--- config.mk ---
export PLATFORM = sky130hd
export DESIGN_NAME = speed_and_line_follow_drive_loop
export DESIGN_NICKNAME = d
export VERILOG_FILES = /design/src/hw/rtl/sldl_pkg.sv /design/src/hw/rtl/speed_and_line_follow_drive_loop.sv /design/src/hw/rtl/sldl_cfg.sv /design/src/hw/rtl/sldl_ctrl.sv /design/src/hw/rtl/sldl_dp.sv
export SDC_FILE = /design/constraint.sdc
export NUM_CORES = 2
export LEC_CHECK = 0
export BUFFER_PORTS_ARGS = -buffer_cell sky130_fd_sc_hd__buf_2
export CAP_MARGIN = 30
export CORE_MARGIN = 4
export CORE_UTILIZATION = 60
export CTS_CLUSTER_SIZE = 24
export DETAILED_ROUTE_END_ITERATION = 7
export PLACE_DENSITY = 0.77
export SETUP_SLACK_MARGIN = 0.05
export SYNTH_ARGS = -nofsm -noshare
export SYNTH_HDL_FRONTEND = slang
export SYNTH_SLANG_ARGS = --single-unit
--- constraint.sdc ---
create_clock -name i_clk -period 25.9 [get_ports i_clk]
set_input_delay 3.885 -clock i_clk [delete_from_list [all_inputs] [get_ports i_clk]]
set_output_delay 3.885 -clock i_clk [all_outputs]
set_load 0.01 [all_outputs]
--- src/hw/rtl/sldl_pkg.sv ---
// Shared types and constants for the speed and line-follow drive loop.
package sldl_pkg;

    localparam int CFG_ADDR_W = 5;
    localparam int IN_DATA_W  = 40;
    localparam int OUT_DATA_W = 32;
    localparam int MAG_W      = 13;
    localparam int FE_W       = 28;
    localparam int ACC_W      = 56;

    // Register indexes (byte address = 4 * index)
    localparam logic [2:0] REG_TARGET_SPEED = 3'd0;
    localparam logic [2:0] REG_SPEED_KP     = 3'd1;
    localparam logic [2:0] REG_SPEED_KI     = 3'd2;
    localparam logic [2:0] REG_LINE_KP      = 3'd3;
    localparam logic [2:0] REG_LINE_KD      = 3'd4;
    localparam logic [2:0] REG_SPEED_OFFSET = 3'd5;
    localparam logic [2:0] REG_INT_ENABLE   = 3'd6;

    // Reset values of the configuration registers
    localparam logic signed [11:0] TARGET_SPEED_RST = 12'sd1000;
    localparam logic [14:0]        SPEED_KP_RST     = 15'd1178;
    localparam logic [15:0]        SPEED_KI_RST     = 16'd1507;

    // ceil-ish 2^32/10, quotient corrected afterwards
    localparam logic signed [31:0] DIV10_RECIP = 32'sd429496730;
    localparam logic signed [32:0] TURN_DRIVE  = 33'sd800;

    typedef struct packed {
        logic signed [11:0] target_speed;
        logic        [14:0] speed_kp;
        logic        [15:0] speed_ki;
        logic signed [7:0]  line_kp;
        logic signed [13:0] line_kd;
        logic signed [11:0] speed_offset;
        logic               integrator_enable;
    } t_cfg;

    typedef enum logic [2:0] {
        MUL_DIV       = 3'd0,
        MUL_FE_KP     = 3'd1,
        MUL_EI_KI     = 3'd2,
        MUL_LKP_BIAS  = 3'd3,
        MUL_LKD_DBIAS = 3'd4
    } t_mul_sel;

    typedef enum logic [1:0] {
        ACC_HOLD       = 2'd0,
        ACC_LOAD_SPEED = 2'd1,
        ACC_ADD        = 2'd2,
        ACC_LOAD_STEER = 2'd3
    } t_acc_op;

    typedef struct packed {
        logic     load;
        t_mul_sel mul_sel;
        logic     fe_we;
        logic     ei_we;
        t_acc_op  acc_op;
        logic     speed_we;
        logic     out_we;
    } t_dp_cmd;

endpackage

--- src/hw/rtl/speed_and_line_follow_drive_loop.sv ---
// Top level of the speed PI and line-follow PD drive loop.
//
//  channel    dir  beat content
//  s_axis     in   tdata: left_count, right_count, line_bias; tuser: turn_override
//  m_axis     out  tdata: left_magnitude, left_reverse, right_magnitude, right_reverse
//  apb        in   seven control registers at byte addresses 0x00..0x18
//
// Input beats are taken only in the idle state: one load step, then eight steps
// of the sequencer, all sharing a single 32x32 multiplier. The result is written
// at the final step into an output register; the next tick is taken while it waits.
// If the previous result is still held at the final step, the sequencer waits there.
// Synchronous active-low reset restores register defaults and clears the loop state.
module speed_and_line_follow_drive_loop #(
    parameter int DRIVE_LIMIT    = 7000,
    parameter int INTEGRAL_LIMIT = 3000
) (
    input  logic                                i_clk,
    input  logic                                i_rst_n,
    input  logic                                i_s_axis_tvalid,
    output logic                                o_s_axis_tready,
    // [15:0] left_count, [31:16] right_count, [39:32] line_bias
    input  logic [sldl_pkg::IN_DATA_W-1:0]      i_s_axis_tdata,
    // [0] turn_override
    input  logic                                i_s_axis_tuser,
    output logic                                o_m_axis_tvalid,
    input  logic                                i_m_axis_tready,
    // [12:0] left_magnitude, [13] left_reverse, [26:14] right_magnitude,
    // [27] right_reverse, [31:28] zero
    output logic [sldl_pkg::OUT_DATA_W-1:0]     o_m_axis_tdata,
    input  logic                                psel,
    input  logic                                penable,
    input  logic                                pwrite,
    input  logic [sldl_pkg::CFG_ADDR_W-1:0]     paddr,
    input  logic [31:0]                         pwdata,
    output logic [31:0]                         prdata,
    output logic                                pready
);

    sldl_pkg::t_cfg    cfg;
    sldl_pkg::t_dp_cmd cmd;

    sldl_cfg u_cfg (
        .i_clk   (i_clk),
        .i_rst_n (i_rst_n),
        .psel    (psel),
        .penable (penable),
        .pwrite  (pwrite),
        .paddr   (paddr),
        .pwdata  (pwdata),
        .prdata  (prdata),
        .pready  (pready),
        .o_cfg   (cfg)
    );

    sldl_ctrl u_ctrl (
        .i_clk       (i_clk),
        .i_rst_n     (i_rst_n),
        .i_in_valid  (i_s_axis_tvalid),
        .o_in_ready  (o_s_axis_tready),
        .o_out_valid (o_m_axis_tvalid),
        .i_out_ready (i_m_axis_tready),
        .o_cmd       (cmd)
    );

    sldl_dp #(
        .DRIVE_LIMIT    (DRIVE_LIMIT),
        .INTEGRAL_LIMIT (INTEGRAL_LIMIT)
    ) u_dp (
        .i_clk      (i_clk),
        .i_rst_n    (i_rst_n),
        .i_cmd      (cmd),
        .i_cfg      (cfg),
        .i_in_data  (i_s_axis_tdata),
        .i_in_turn  (i_s_axis_tuser),
        .o_out_data (o_m_axis_tdata)
    );

    // only one tick in the sequencer at a time
    ap_one_in_flight: assert property (@(posedge i_clk) disable iff (!i_rst_n)
        (i_s_axis_tvalid && o_s_axis_tready) |=> !o_s_axis_tready)
        else $error("input taken while a tick is in progress");

    // a fresh result always returns the sequencer to accepting
    ap_result_frees_input: assert property (@(posedge i_clk) disable iff (!i_rst_n)
        $rose(o_m_axis_tvalid) |-> o_s_axis_tready)
        else $error("result written but sequencer not idle");

    ap_left_bound: assert property (@(posedge i_clk) disable iff (!i_rst_n)
        o_m_axis_tvalid |-> (DRIVE_LIMIT > 8191) ||
                            (32'(o_m_axis_tdata[12:0]) <= DRIVE_LIMIT))
        else $error("left drive beyond saturation limit");

    ap_forward_nonzero: assert property (@(posedge i_clk) disable iff (!i_rst_n)
        (o_m_axis_tvalid && !o_m_axis_tdata[13] && (DRIVE_LIMIT < 8192))
            |-> (o_m_axis_tdata[12:0] != 13'd0))
        else $error("forward left drive with zero magnitude");

endmodule

--- src/hw/rtl/sldl_cfg.sv ---
// APB configuration register file for the drive loop.
module sldl_cfg (
    input  logic                              i_clk,
    input  logic                              i_rst_n,
    input  logic                              psel,
    input  logic                              penable,
    input  logic                              pwrite,
    input  logic [sldl_pkg::CFG_ADDR_W-1:0]   paddr,
    input  logic [31:0]                       pwdata,
    output logic [31:0]                       prdata,
    output logic                              pready,
    output sldl_pkg::t_cfg                    o_cfg
);

    sldl_pkg::t_cfg r_cfg;
    logic [2:0]     reg_idx;
    logic           wr_en;

    assign reg_idx = paddr[4:2];
    assign wr_en   = psel && penable && pwrite;
    assign pready  = 1'b1;
    assign o_cfg   = r_cfg;

    always_ff @(posedge i_clk) begin
        if (!i_rst_n) begin
            r_cfg.target_speed      <= sldl_pkg::TARGET_SPEED_RST;
            r_cfg.speed_kp          <= sldl_pkg::SPEED_KP_RST;
            r_cfg.speed_ki          <= sldl_pkg::SPEED_KI_RST;
            r_cfg.line_kp           <= '0;
            r_cfg.line_kd           <= '0;
            r_cfg.speed_offset      <= '0;
            r_cfg.integrator_enable <= 1'b0;
        end else if (wr_en) begin
            unique case (reg_idx)
                sldl_pkg::REG_TARGET_SPEED: r_cfg.target_speed      <= pwdata[11:0];
                sldl_pkg::REG_SPEED_KP:     r_cfg.speed_kp          <= pwdata[14:0];
                sldl_pkg::REG_SPEED_KI:     r_cfg.speed_ki          <= pwdata[15:0];
                sldl_pkg::REG_LINE_KP:      r_cfg.line_kp           <= pwdata[7:0];
                sldl_pkg::REG_LINE_KD:      r_cfg.line_kd           <= pwdata[13:0];
                sldl_pkg::REG_SPEED_OFFSET: r_cfg.speed_offset      <= pwdata[11:0];
                sldl_pkg::REG_INT_ENABLE:   r_cfg.integrator_enable <= pwdata[0];
                default: ;
            endcase
        end
    end

    always_comb begin
        unique case (reg_idx)
            sldl_pkg::REG_TARGET_SPEED: prdata = {20'd0, r_cfg.target_speed};
            sldl_pkg::REG_SPEED_KP:     prdata = {17'd0, r_cfg.speed_kp};
            sldl_pkg::REG_SPEED_KI:     prdata = {16'd0, r_cfg.speed_ki};
            sldl_pkg::REG_LINE_KP:      prdata = {24'd0, r_cfg.line_kp};
            sldl_pkg::REG_LINE_KD:      prdata = {18'd0, r_cfg.line_kd};
            sldl_pkg::REG_SPEED_OFFSET: prdata = {20'd0, r_cfg.speed_offset};
            sldl_pkg::REG_INT_ENABLE:   prdata = {31'd0, r_cfg.integrator_enable};
            default:                    prdata = '0;
        endcase
    end

endmodule

--- src/hw/rtl/sldl_ctrl.sv ---
// Sequencer for the drive loop: steps the shared multiplier and accumulator.
module sldl_ctrl (
    input  logic              i_clk,
    input  logic              i_rst_n,
    input  logic              i_in_valid,
    output logic              o_in_ready,
    output logic              o_out_valid,
    input  logic              i_out_ready,
    output sldl_pkg::t_dp_cmd o_cmd
);

    typedef enum logic [8:0] {
        ST_IDLE = 9'b000000001,
        ST_DIV  = 9'b000000010,
        ST_FIX  = 9'b000000100,
        ST_INTG = 9'b000001000,
        ST_SPK  = 9'b000010000,
        ST_SPI  = 9'b000100000,
        ST_STP  = 9'b001000000,
        ST_STE  = 9'b010000000,
        ST_OUT  = 9'b100000000
    } t_state;

    t_state r_state, n_state;
    logic   r_out_valid, n_out_valid;

    always_comb begin
        n_state          = r_state;
        o_cmd.load       = 1'b0;
        o_cmd.mul_sel    = sldl_pkg::MUL_DIV;
        o_cmd.fe_we      = 1'b0;
        o_cmd.ei_we      = 1'b0;
        o_cmd.acc_op     = sldl_pkg::ACC_HOLD;
        o_cmd.speed_we   = 1'b0;
        o_cmd.out_we     = 1'b0;
        unique case (r_state)
            ST_IDLE: begin
                if (i_in_valid) begin
                    o_cmd.load = 1'b1;
                    n_state    = ST_DIV;
                end
            end
            ST_DIV: begin
                o_cmd.mul_sel = sldl_pkg::MUL_DIV;
                n_state       = ST_FIX;
            end
            ST_FIX: begin
                o_cmd.fe_we = 1'b1;
                n_state     = ST_INTG;
            end
            ST_INTG: begin
                o_cmd.ei_we   = 1'b1;
                o_cmd.mul_sel = sldl_pkg::MUL_FE_KP;
                n_state       = ST_SPK;
            end
            ST_SPK: begin
                o_cmd.mul_sel = sldl_pkg::MUL_EI_KI;
                o_cmd.acc_op  = sldl_pkg::ACC_LOAD_SPEED;
                n_state       = ST_SPI;
            end
            ST_SPI: begin
                o_cmd.mul_sel = sldl_pkg::MUL_LKP_BIAS;
                o_cmd.acc_op  = sldl_pkg::ACC_ADD;
                n_state       = ST_STP;
            end
            ST_STP: begin
                o_cmd.mul_sel  = sldl_pkg::MUL_LKD_DBIAS;
                o_cmd.acc_op   = sldl_pkg::ACC_LOAD_STEER;
                o_cmd.speed_we = 1'b1;
                n_state        = ST_STE;
            end
            ST_STE: begin
                o_cmd.acc_op = sldl_pkg::ACC_ADD;
                n_state      = ST_OUT;
            end
            ST_OUT: begin
                // wait for the output register to free up
                if (!r_out_valid || i_out_ready) begin
                    o_cmd.out_we = 1'b1;
                    n_state      = ST_IDLE;
                end
            end
            default: n_state = ST_IDLE;
        endcase
    end

    assign n_out_valid = (r_out_valid && !i_out_ready) || o_cmd.out_we;
    assign o_in_ready  = (r_state == ST_IDLE);
    assign o_out_valid = r_out_valid;

    always_ff @(posedge i_clk) begin
        if (!i_rst_n) begin
            r_state     <= ST_IDLE;
            r_out_valid <= 1'b0;
        end else begin
            r_state     <= n_state;
            r_out_valid <= n_out_valid;
        end
    end

endmodule

--- src/hw/rtl/sldl_dp.sv ---
// Datapath of the drive loop: filter, integrator, shared multiplier, drive mixing.
module sldl_dp #(
    parameter int DRIVE_LIMIT    = 7000,
    parameter int INTEGRAL_LIMIT = 3000
) (
    input  logic                                i_clk,
    input  logic                                i_rst_n,
    input  sldl_pkg::t_dp_cmd                   i_cmd,
    input  sldl_pkg::t_cfg                      i_cfg,
    input  logic [sldl_pkg::IN_DATA_W-1:0]      i_in_data,
    input  logic                                i_in_turn,
    output logic [sldl_pkg::OUT_DATA_W-1:0]     o_out_data
);

    localparam int ILIM = INTEGRAL_LIMIT * 256;
    localparam int EI_W = $clog2(ILIM + 1) + 1;
    localparam int AW   = sldl_pkg::ACC_W;
    localparam int FW   = sldl_pkg::FE_W;
    localparam int MW   = sldl_pkg::MAG_W;
    localparam logic signed [31:0]   ILIM_S = 32'(ILIM);
    localparam logic signed [32:0]   DLIM_S = 33'(DRIVE_LIMIT);
    localparam logic signed [AW-1:0] RND24  = (AW'(1) <<< 24) - AW'(1);
    localparam logic signed [AW-1:0] RND12  = (AW'(1) <<< 12) - AW'(1);

    logic signed [15:0]    in_lc, in_rc;
    logic signed [7:0]     in_bias;
    logic signed [17:0]    n_err;
    logic signed [31:0]    n_num;

    logic signed [31:0]    r_num;
    logic signed [7:0]     r_bias, r_prev_bias;
    logic                  r_turn;
    logic signed [FW-1:0]  r_fe;
    logic signed [EI_W-1:0] r_ei;
    logic signed [63:0]    r_prod;
    logic signed [AW-1:0]  r_acc;
    logic signed [31:0]    r_speed;
    logic [sldl_pkg::OUT_DATA_W-1:0] r_out;

    logic signed [31:0]    mul_a, mul_b;
    logic signed [8:0]     dbias;
    logic signed [31:0]    q_est, n_fe_full;
    logic signed [35:0]    q_x10, rem;
    logic signed [31:0]    ei_sum;
    logic signed [EI_W-1:0] n_ei;
    logic signed [AW-1:0]  prod_ext, acc_shr24, acc_shr12;
    logic signed [31:0]    n_speed, steer;
    logic signed [32:0]    left_raw, right_raw, left_sat, right_sat;
    logic [MW:0]           left_code, right_code;

    function automatic logic signed [32:0] sat_drive(input logic signed [32:0] v);
        logic signed [32:0] r;
        if (v > DLIM_S) begin
            r = DLIM_S;
        end else if (v < -DLIM_S) begin
            r = -DLIM_S;
        end else begin
            r = v;
        end
        return r;
    endfunction

    // {reverse, magnitude}; zero counts as reverse
    function automatic logic [MW:0] drive_code(input logic signed [32:0] d);
        logic signed [32:0] a;
        a = (d < 0) ? -d : d;
        return {(d <= 0), a[MW-1:0]};
    endfunction

    assign in_lc   = i_in_data[15:0];
    assign in_rc   = i_in_data[31:16];
    assign in_bias = i_in_data[39:32];

    // new filter numerator: 768*err + 7*fe
    always_comb begin
        n_err = 18'(i_cfg.target_speed) - (18'(in_lc) + 18'(in_rc));
        n_num = (32'(n_err) <<< 9) + (32'(n_err) <<< 8) + (32'(r_fe) <<< 3) - 32'(r_fe);
    end

    assign dbias = 9'(r_bias) - 9'(r_prev_bias);

    always_comb begin
        case (i_cmd.mul_sel)
            sldl_pkg::MUL_DIV: begin
                mul_a = r_num;
                mul_b = sldl_pkg::DIV10_RECIP;
            end
            sldl_pkg::MUL_FE_KP: begin
                mul_a = 32'(r_fe);
                mul_b = $signed({17'd0, i_cfg.speed_kp});
            end
            sldl_pkg::MUL_EI_KI: begin
                mul_a = 32'(r_ei);
                mul_b = $signed({16'd0, i_cfg.speed_ki});
            end
            sldl_pkg::MUL_LKP_BIAS: begin
                mul_a = 32'(i_cfg.line_kp);
                mul_b = 32'(r_bias);
            end
            sldl_pkg::MUL_LKD_DBIAS: begin
                mul_a = 32'(i_cfg.line_kd);
                mul_b = 32'(dbias);
            end
            default: begin
                mul_a = '0;
                mul_b = '0;
            end
        endcase
    end

    // floor(num/10): estimate from reciprocal product, then one-step fix
    always_comb begin
        q_est = r_prod[63:32];
        q_x10 = (36'(q_est) <<< 3) + (36'(q_est) <<< 1);
        rem   = 36'(r_num) - q_x10;
        if (rem < 0) begin
            n_fe_full = q_est - 32'sd1;
        end else if (rem >= 36'sd10) begin
            n_fe_full = q_est + 32'sd1;
        end else begin
            n_fe_full = q_est;
        end
    end

    always_comb begin
        ei_sum = 32'(r_ei) + 32'(r_fe) - (32'(i_cfg.speed_offset) <<< 8);
        if (!i_cfg.integrator_enable) begin
            n_ei = '0;
        end else if (ei_sum > ILIM_S) begin
            n_ei = EI_W'(ILIM_S);
        end else if (ei_sum < -ILIM_S) begin
            n_ei = EI_W'(-ILIM_S);
        end else begin
            n_ei = ei_sum[EI_W-1:0];
        end
    end

    // truncation toward zero of the accumulator
    always_comb begin
        prod_ext  = r_prod[AW-1:0];
        acc_shr24 = (r_acc < 0) ? ((r_acc + RND24) >>> 24) : (r_acc >>> 24);
        acc_shr12 = (r_acc < 0) ? ((r_acc + RND12) >>> 12) : (r_acc >>> 12);
        n_speed   = acc_shr24[31:0];
        steer     = acc_shr12[31:0];
    end

    always_comb begin
        if (r_turn) begin
            left_raw  = sldl_pkg::TURN_DRIVE;
            right_raw = -sldl_pkg::TURN_DRIVE;
        end else begin
            left_raw  = 33'(r_speed) + 33'(steer);
            right_raw = 33'(r_speed) - 33'(steer);
        end
        left_sat   = sat_drive(left_raw);
        right_sat  = sat_drive(right_raw);
        left_code  = drive_code(left_sat);
        right_code = drive_code(right_sat);
    end

    // payload registers
    always_ff @(posedge i_clk) begin
        r_prod <= mul_a * mul_b;
        if (i_cmd.load) begin
            r_num  <= n_num;
            r_bias <= in_bias;
            r_turn <= i_in_turn;
        end
        case (i_cmd.acc_op)
            sldl_pkg::ACC_LOAD_SPEED: r_acc <= prod_ext <<< 8;
            sldl_pkg::ACC_ADD:        r_acc <= r_acc + prod_ext;
            sldl_pkg::ACC_LOAD_STEER: r_acc <= prod_ext <<< 12;
            default: ;
        endcase
        if (i_cmd.speed_we) begin
            r_speed <= n_speed;
        end
        if (i_cmd.out_we) begin
            r_out <= {{(sldl_pkg::OUT_DATA_W - 2*(MW+1)){1'b0}}, right_code, left_code};
        end
    end

    // loop state
    always_ff @(posedge i_clk) begin
        if (!i_rst_n) begin
            r_fe        <= '0;
            r_ei        <= '0;
            r_prev_bias <= '0;
        end else begin
            if (i_cmd.fe_we) begin
                r_fe <= n_fe_full[FW-1:0];
            end
            if (i_cmd.ei_we) begin
                r_ei <= n_ei;
            end
            if (i_cmd.out_we) begin
                r_prev_bias <= r_bias;
            end
        end
    end

    assign o_out_data = r_out;

endmodule
### Word-level counts from Yosys, hierarchy flattened

Cells that the tools add are included.
Widths: inputs -> output; s select.

* flip-flop bits (word level): 366
* bits in latches: 0
* RAM bits: 0
* memory bits (read-only): 0
* bits of input ports: 85
* output and inout port bits: 67
* word-level logic and storage cells: 126
* memories kept: 0

* $add $sub $neg: 19
* $mul: 1
* div/mod/pow operators: 0
* $lt $le $gt $ge: 13
* equality and inequality tests: 24
* shift-type cells: 0
* muxes and demuxes: 31
* bitwise logic cells: 0
* reductions and logical operators: 19

Operators by type and width (number)
* $pmux 32 s5: 2
* $mux 33: 6
* $pmux 56 s3: 1
* $pmux 16 s7: 1
* $pmux 9 s9: 1
* $gt 33x14->1 const B: 2
* $le 33x1->1 const B: 2
* $lt 33x1->1 const B: 2
* $lt 33x14->1 const B: 2
* $mul 32x32->64: 1
* $mux 32: 2
* $mux 21: 3
* $add 56x25->56 const B: 1
* $add 56x56->56: 1
* $lt 56x1->1 const B: 1
* $mux 28: 2
* $add 44x13->44 const B: 1
* $add 35x33->36: 1
* $ge 36x5->1 const B: 1
* $lt 36x1->1 const B: 1
* $sub 32x36->36: 1
* $add 32x32->33: 1
* $sub 32x32->33: 1
* $add 28x31->32: 1
* other kinds (40): 69

### Logic depth before layout (Yosys ltp)

* word-level depth: 9
* depth in mapped cells: 46
* mapped depth without buffers: 44

### By module

From an unflattened synthesis, not the netlist that was laid out.

* cell total of the unflattened synthesis: 7494
* area total of the unflattened synthesis: 66312.3 um^2

By module, submodules not included
* sldl_dp: times used 1, cells an instance 7021, area each 61926.9 um^2, sequential area each 7136.8 um^2
* sldl_cfg: times used 1, cells an instance 397, area each 3739.8 um^2, sequential area each 1561.5 um^2
* sldl_ctrl: times used 1, cells an instance 76, area each 645.6 um^2, sequential area each 200.2 um^2

### Worst setup path after synthesis

OpenSTA, ideal clock, no wires.

* path type: flip-flop to flip-flop
* start point: register u_ctrl.r_state[1]
* end point: register u_dp.r_prod[62]
* setup time: 127 ps
* arrival: 10484 ps
* data required time: 25773 ps
* slack: 15290 ps
* cell stages (with the launch flop): 39
* path buffers: 4
* clock period less this slack: 10610 ps
* cells stage by stage: dfxtp_1 -> nor2_1 -> nor4b_1 -> nand2_1 -> nor3b_1 -> clkbuf_1 -> buf_1 -> a22oi_1 -> and4_1 -> clkbuf_1 -> nor2_1 -> inv_1 -> fa_1 -> fa_1 -> inv_1 -> fa_1 -> inv_1 -> fa_1 -> (+3 left out) -> fa_1 -> inv_1 -> fa_1 -> inv_1 -> ha_1 -> clkbuf_1 -> a21o_1 -> a21o_1 -> a21o_1 -> a2111o_1 -> a21oi_1 -> o31a_1 -> o21ai_0 -> a221o_1 -> o2111ai_1 -> and2_1 -> o21ai_0 -> xor2_1

* longest elaborated chain between the ends: 5
* elaborated cells on any way between the ends: 13
* classes of those cells: mul: 1; eq/ne: 8; mux: 3; reduce/logical: 1

RTL lines
* from (decl): RTL line sldl_ctrl.sv:24 `t_state r_state, n_state;`
* from (signal assigned): RTL line sldl_ctrl.sv:96 `r_state <= n_state;`
* $eq 9x7->1 (tied with other cells): RTL line sldl_ctrl.sv:36 `unique case (r_state)`
* $pmux 3 s4 *: RTL line sldl_ctrl.sv:36
* $eq 3x3->1 (tied with other cells): RTL line sldl_dp.sv:83 `case (i_cmd.mul_sel)`
* $pmux 32 s5: RTL line sldl_dp.sv:83
* $mul 32x32->64 *: RTL line sldl_dp.sv:163 `r_prod <= mul_a * mul_b;`
* to (signal assigned): RTL line sldl_dp.sv:163
* to (decl): RTL line sldl_dp.sv:35 `logic signed [63:0] r_prod;`

Mark *: on every way between the ends. The rest lies on a longest branch, timed or not.
A chain may end at the register's enable or synchronous reset.

### Final worst setup path

* start point: register u_dp.r_bias[0]
* end point: register u_dp.r_prod[62]

* longest elaborated chain between the ends: 3

RTL lines
* from (decl): RTL line sldl_dp.sv:31 `logic signed [7:0] r_bias, r_prev_bias;`
* from (signal assigned): RTL line sldl_dp.sv:166 `r_bias <= in_bias;`
* $sub 8x8->9: RTL line sldl_dp.sv:80 `assign dbias = 9'(r_bias) - 9'(r_prev_bias);`
* $pmux 32 s5 *: RTL line sldl_dp.sv:83
* $mul 32x32->64 *: RTL line sldl_dp.sv:163

Marks and branches as above.

==> results.cfg <==
[run_status]
status = finished, final reports clean

[logic_synthesis]
synth_ff_type = dfxtp_1
synth_cell_types = 101
synth_edf_count = 157
async_reset_ff_frac = 0
synth_area_leader_cell = fa_1
synth_cells = 7581
syn_avg_cell_area_um2 = 8.85
yosysWarnings = 0
synth-seq-area-share = 0.133
synth_area_mm2 = 0.0671
synth-seq-cells = 366
yosys-top-cells-area = fa_1 (35%), ha_1 (8.6%), inv_1 (8.0%)
netlist.area_leader.share = 0.347

[layout]
nets = 9292
multi_input_area_mm2 = 0.0518
fillers = 9395
area_growth_pct = 6.11
regArea_mm2 = 0.00890
drive_gt1_frac = 0.0536

[timing]
hold_violations = 0
period_minus_slack_ns = 13.48
rsz0062_at_grt = false
relSlewSlack = 0.296
tightest_slew_ns = 1.05
fmax_ghz = 0.0742
post-route-period-util = 0.520
setup_tns_ns = 0
slew_viol_final = 0
finalSetupViolCount = 0
fin_worst_skew_ns = 0.0613

[clock_tree]
cts_setup_buffers = 0
cts-root-buf = clkbuf_16
cts_tree = yes
clkSlewWorstSetupHoldPaths_ns = 0.06
cts_buffer_depth = 3
cts_made_buffers = 46
clock_latency_ns = 0.67
hold_buffers = 0
numClockSinks = 366
htree_levels = 2
cts_resized = 0

[placement]
routabilityCongestion = 1.04
port_buffers = 112
hpwlAfterDp_um = 182000

[die]
core_area_mm2 = 0.111
die_y_um = 342
initial_utilization = 0.606
die_area_mm2 = 0.117
die_w_um = 342
rows = 122
ioPinCount = 152

[routing]
vias = 55500
wl_met3_um = 23200
highest_layer = met5
avgRoutedWirePerCell_um = 24.0
drtIter0Drc = 5799
met2_length_um = 96800
routed_wl_um = 219000
wl_met1_um = 84600
first_pass_iters = 6
via_per_inst = 6.09
drc_errors = 0
ant_nets = 0

[worst_setup_path]
crit_top_cell = fa_1
cp_slowest_cell = nor2_1
cp.required_ns = 26.43
worstPathMaxFanout = 40
critPathKind = register to register
cp.arrival_ns = 14.01
crit_buf_inv = 9
startpoint_type = register
crit_family = adder cells
max_stage_delay_ns = 0.85
end_kind = register

[grt]
grt_antenna_before_repair = 4
grt_pass1_vias = 56400
gr-total-overflow = 0
grt_max_degree = 80
grt_first_pass_wirelength_um = 337000
grtUsageTotal = 0.379

[min_path]
worstHoldPathType = register to register

[job]
cap_viol_max_count = 0
[cell type report]
cell class                 count  share of cell area
clock buffer                  63              0.0185
clock inverter                22             0.00441
antenna                        6            0.000211
inverter                    1441              0.0760
timing repair buffer         232              0.0220
sequential                   366               0.125
tap                         1488              0.0261
multi-input combinational   5492               0.728
[synthesized netlist by cell type (all sizes together) (19+ instances only)]
cell type / count
or2: 30
xnor2: 228
a21oi: 295
clkbuf: 248
o21bai: 45
and3: 64
a21boi: 61
ha: 463
nor2b: 72
o211ai: 28
and4: 30
o21a: 56
dfxtp: 209
mux2: 19
o31a: 21
a221oi: 26
xor2: 87
nor3: 111
mux2i: 53
edfxtp: 157
a21o: 146
nand3: 126
and2: 50
nand4: 80
inv: 1440
nand2: 664
or3: 54
nor4: 56
buf: 53
a211oi: 47
a22oi: 71
nor2: 645
o31ai: 26
fa: 1165
o21ai: 255
nand2b: 72
o22ai: 31
a31oi: 47
[cell families (layout without fill, tap and decap cells)]
logic type | after synthesis | in the layout | synth area share
AOI/OAI and AO/OA | 1312 | 1312 | 0.131
xor gates and xnor gates | 315 | 315 | 0.0411
adders and majority gates | 1628 | 1628 | 0.434
buffers and inverters | 1742 | 1758 | 0.0989
DFF | 366 | 366 | 0.133
muxes | 76 | 76 | 0.0124
other | 2 | 27 | 0.000112
and+or+nand+nor | 2140 | 2140 | 0.150
[sequential cells by signal, summed over array words and instances, names as in the netlist, 8 cells and up]
register and cells:
u_dp.o_out_data 28, u_dp.r_bias 8, u_dp.r_acc 56, u_ctrl.r_state 9, u_dp.r_fe 28, u_dp.r_prev_bias 8
u_cfg.o_cfg 78, u_dp.r_ei 21, u_dp.r_speed 32, u_dp.r_prod 64, u_dp.r_num 32
[worst reg2reg max path, delay by kind of cell, from the launching register on]
family / cells / cell delay [ns]
flip-flops: 1 / 0.65
AO/OA/AOI/OAI: 15 / 4.16
adder cells (fa/ha/maj): 11 / 5.12
XOR/XNOR: 1 / 0.16
multiplexers: 1 / 0.14
buffers and inverters: 9 / 1.78
AND/OR/NAND/NOR: 4 / 1.38
[through the flow]
stage	utilization	hold WS, ns	cells	setup slack, ns	cell area, um2
2_1_floorplan	-	0.442	7600	15.29	67200
3_3_place_gp	0.626	0.450	9007	12.37	69400
3_5_place_dp	0.627	0.459	9015	12.67	69500
4_1_cts	0.642	0.466	9100	12.63	71100
5_1_grt	0.643	0.493	9104	11.95	71200
6_report	0.643	0.463	9110	12.42	71200
[layout by cell type (no fill, tap or decap), types with 64 or more instances in the layout]
cell type and n:
inv_1 1432, fa_1 1165, nand2_1 664, nor2_1 644
ha_1 463, a21oi_1 294, xnor2_1 228, dfxtp_1 209
o21ai_0 208, edfxtp_1 157, a21o_1 146, nand3_1 124
buf_4 113, buf_2 111, nor3_1 110, xor2_1 87
nand4_1 80, nor2b_1 72, a22oi_1 71, nand2b_1 71
and3_1 64
[final timing paths]
check,start,endpoint,slack (ns),depth (start not counted)
setup / recovery,u_dp.r_bias[0],u_dp.r_prod[62],12.42,41
hold / removal,u_dp.r_prev_bias[1],u_dp.r_prev_bias[1],0.46,2
setup reg to reg,u_dp.r_bias[0],u_dp.r_prod[62],12.42,41
hold reg to reg,u_dp.r_prev_bias[1],u_dp.r_prev_bias[1],0.46,2
[layer usage]
| layer | GRT usage | up-vias |
|---|---|---|
| met2 | 0.584 | 2640 |
| met4 | 0.195 | 4 |
| met1 | 0.498 | 27600 |
| li1 | - | 24600 |
| met5 | 0 | - |
| met3 | 0.0945 | 572 |
Power is not shown: default switching activity piles up to over one toggle a cycle in this logic, so the estimate is an artifact.
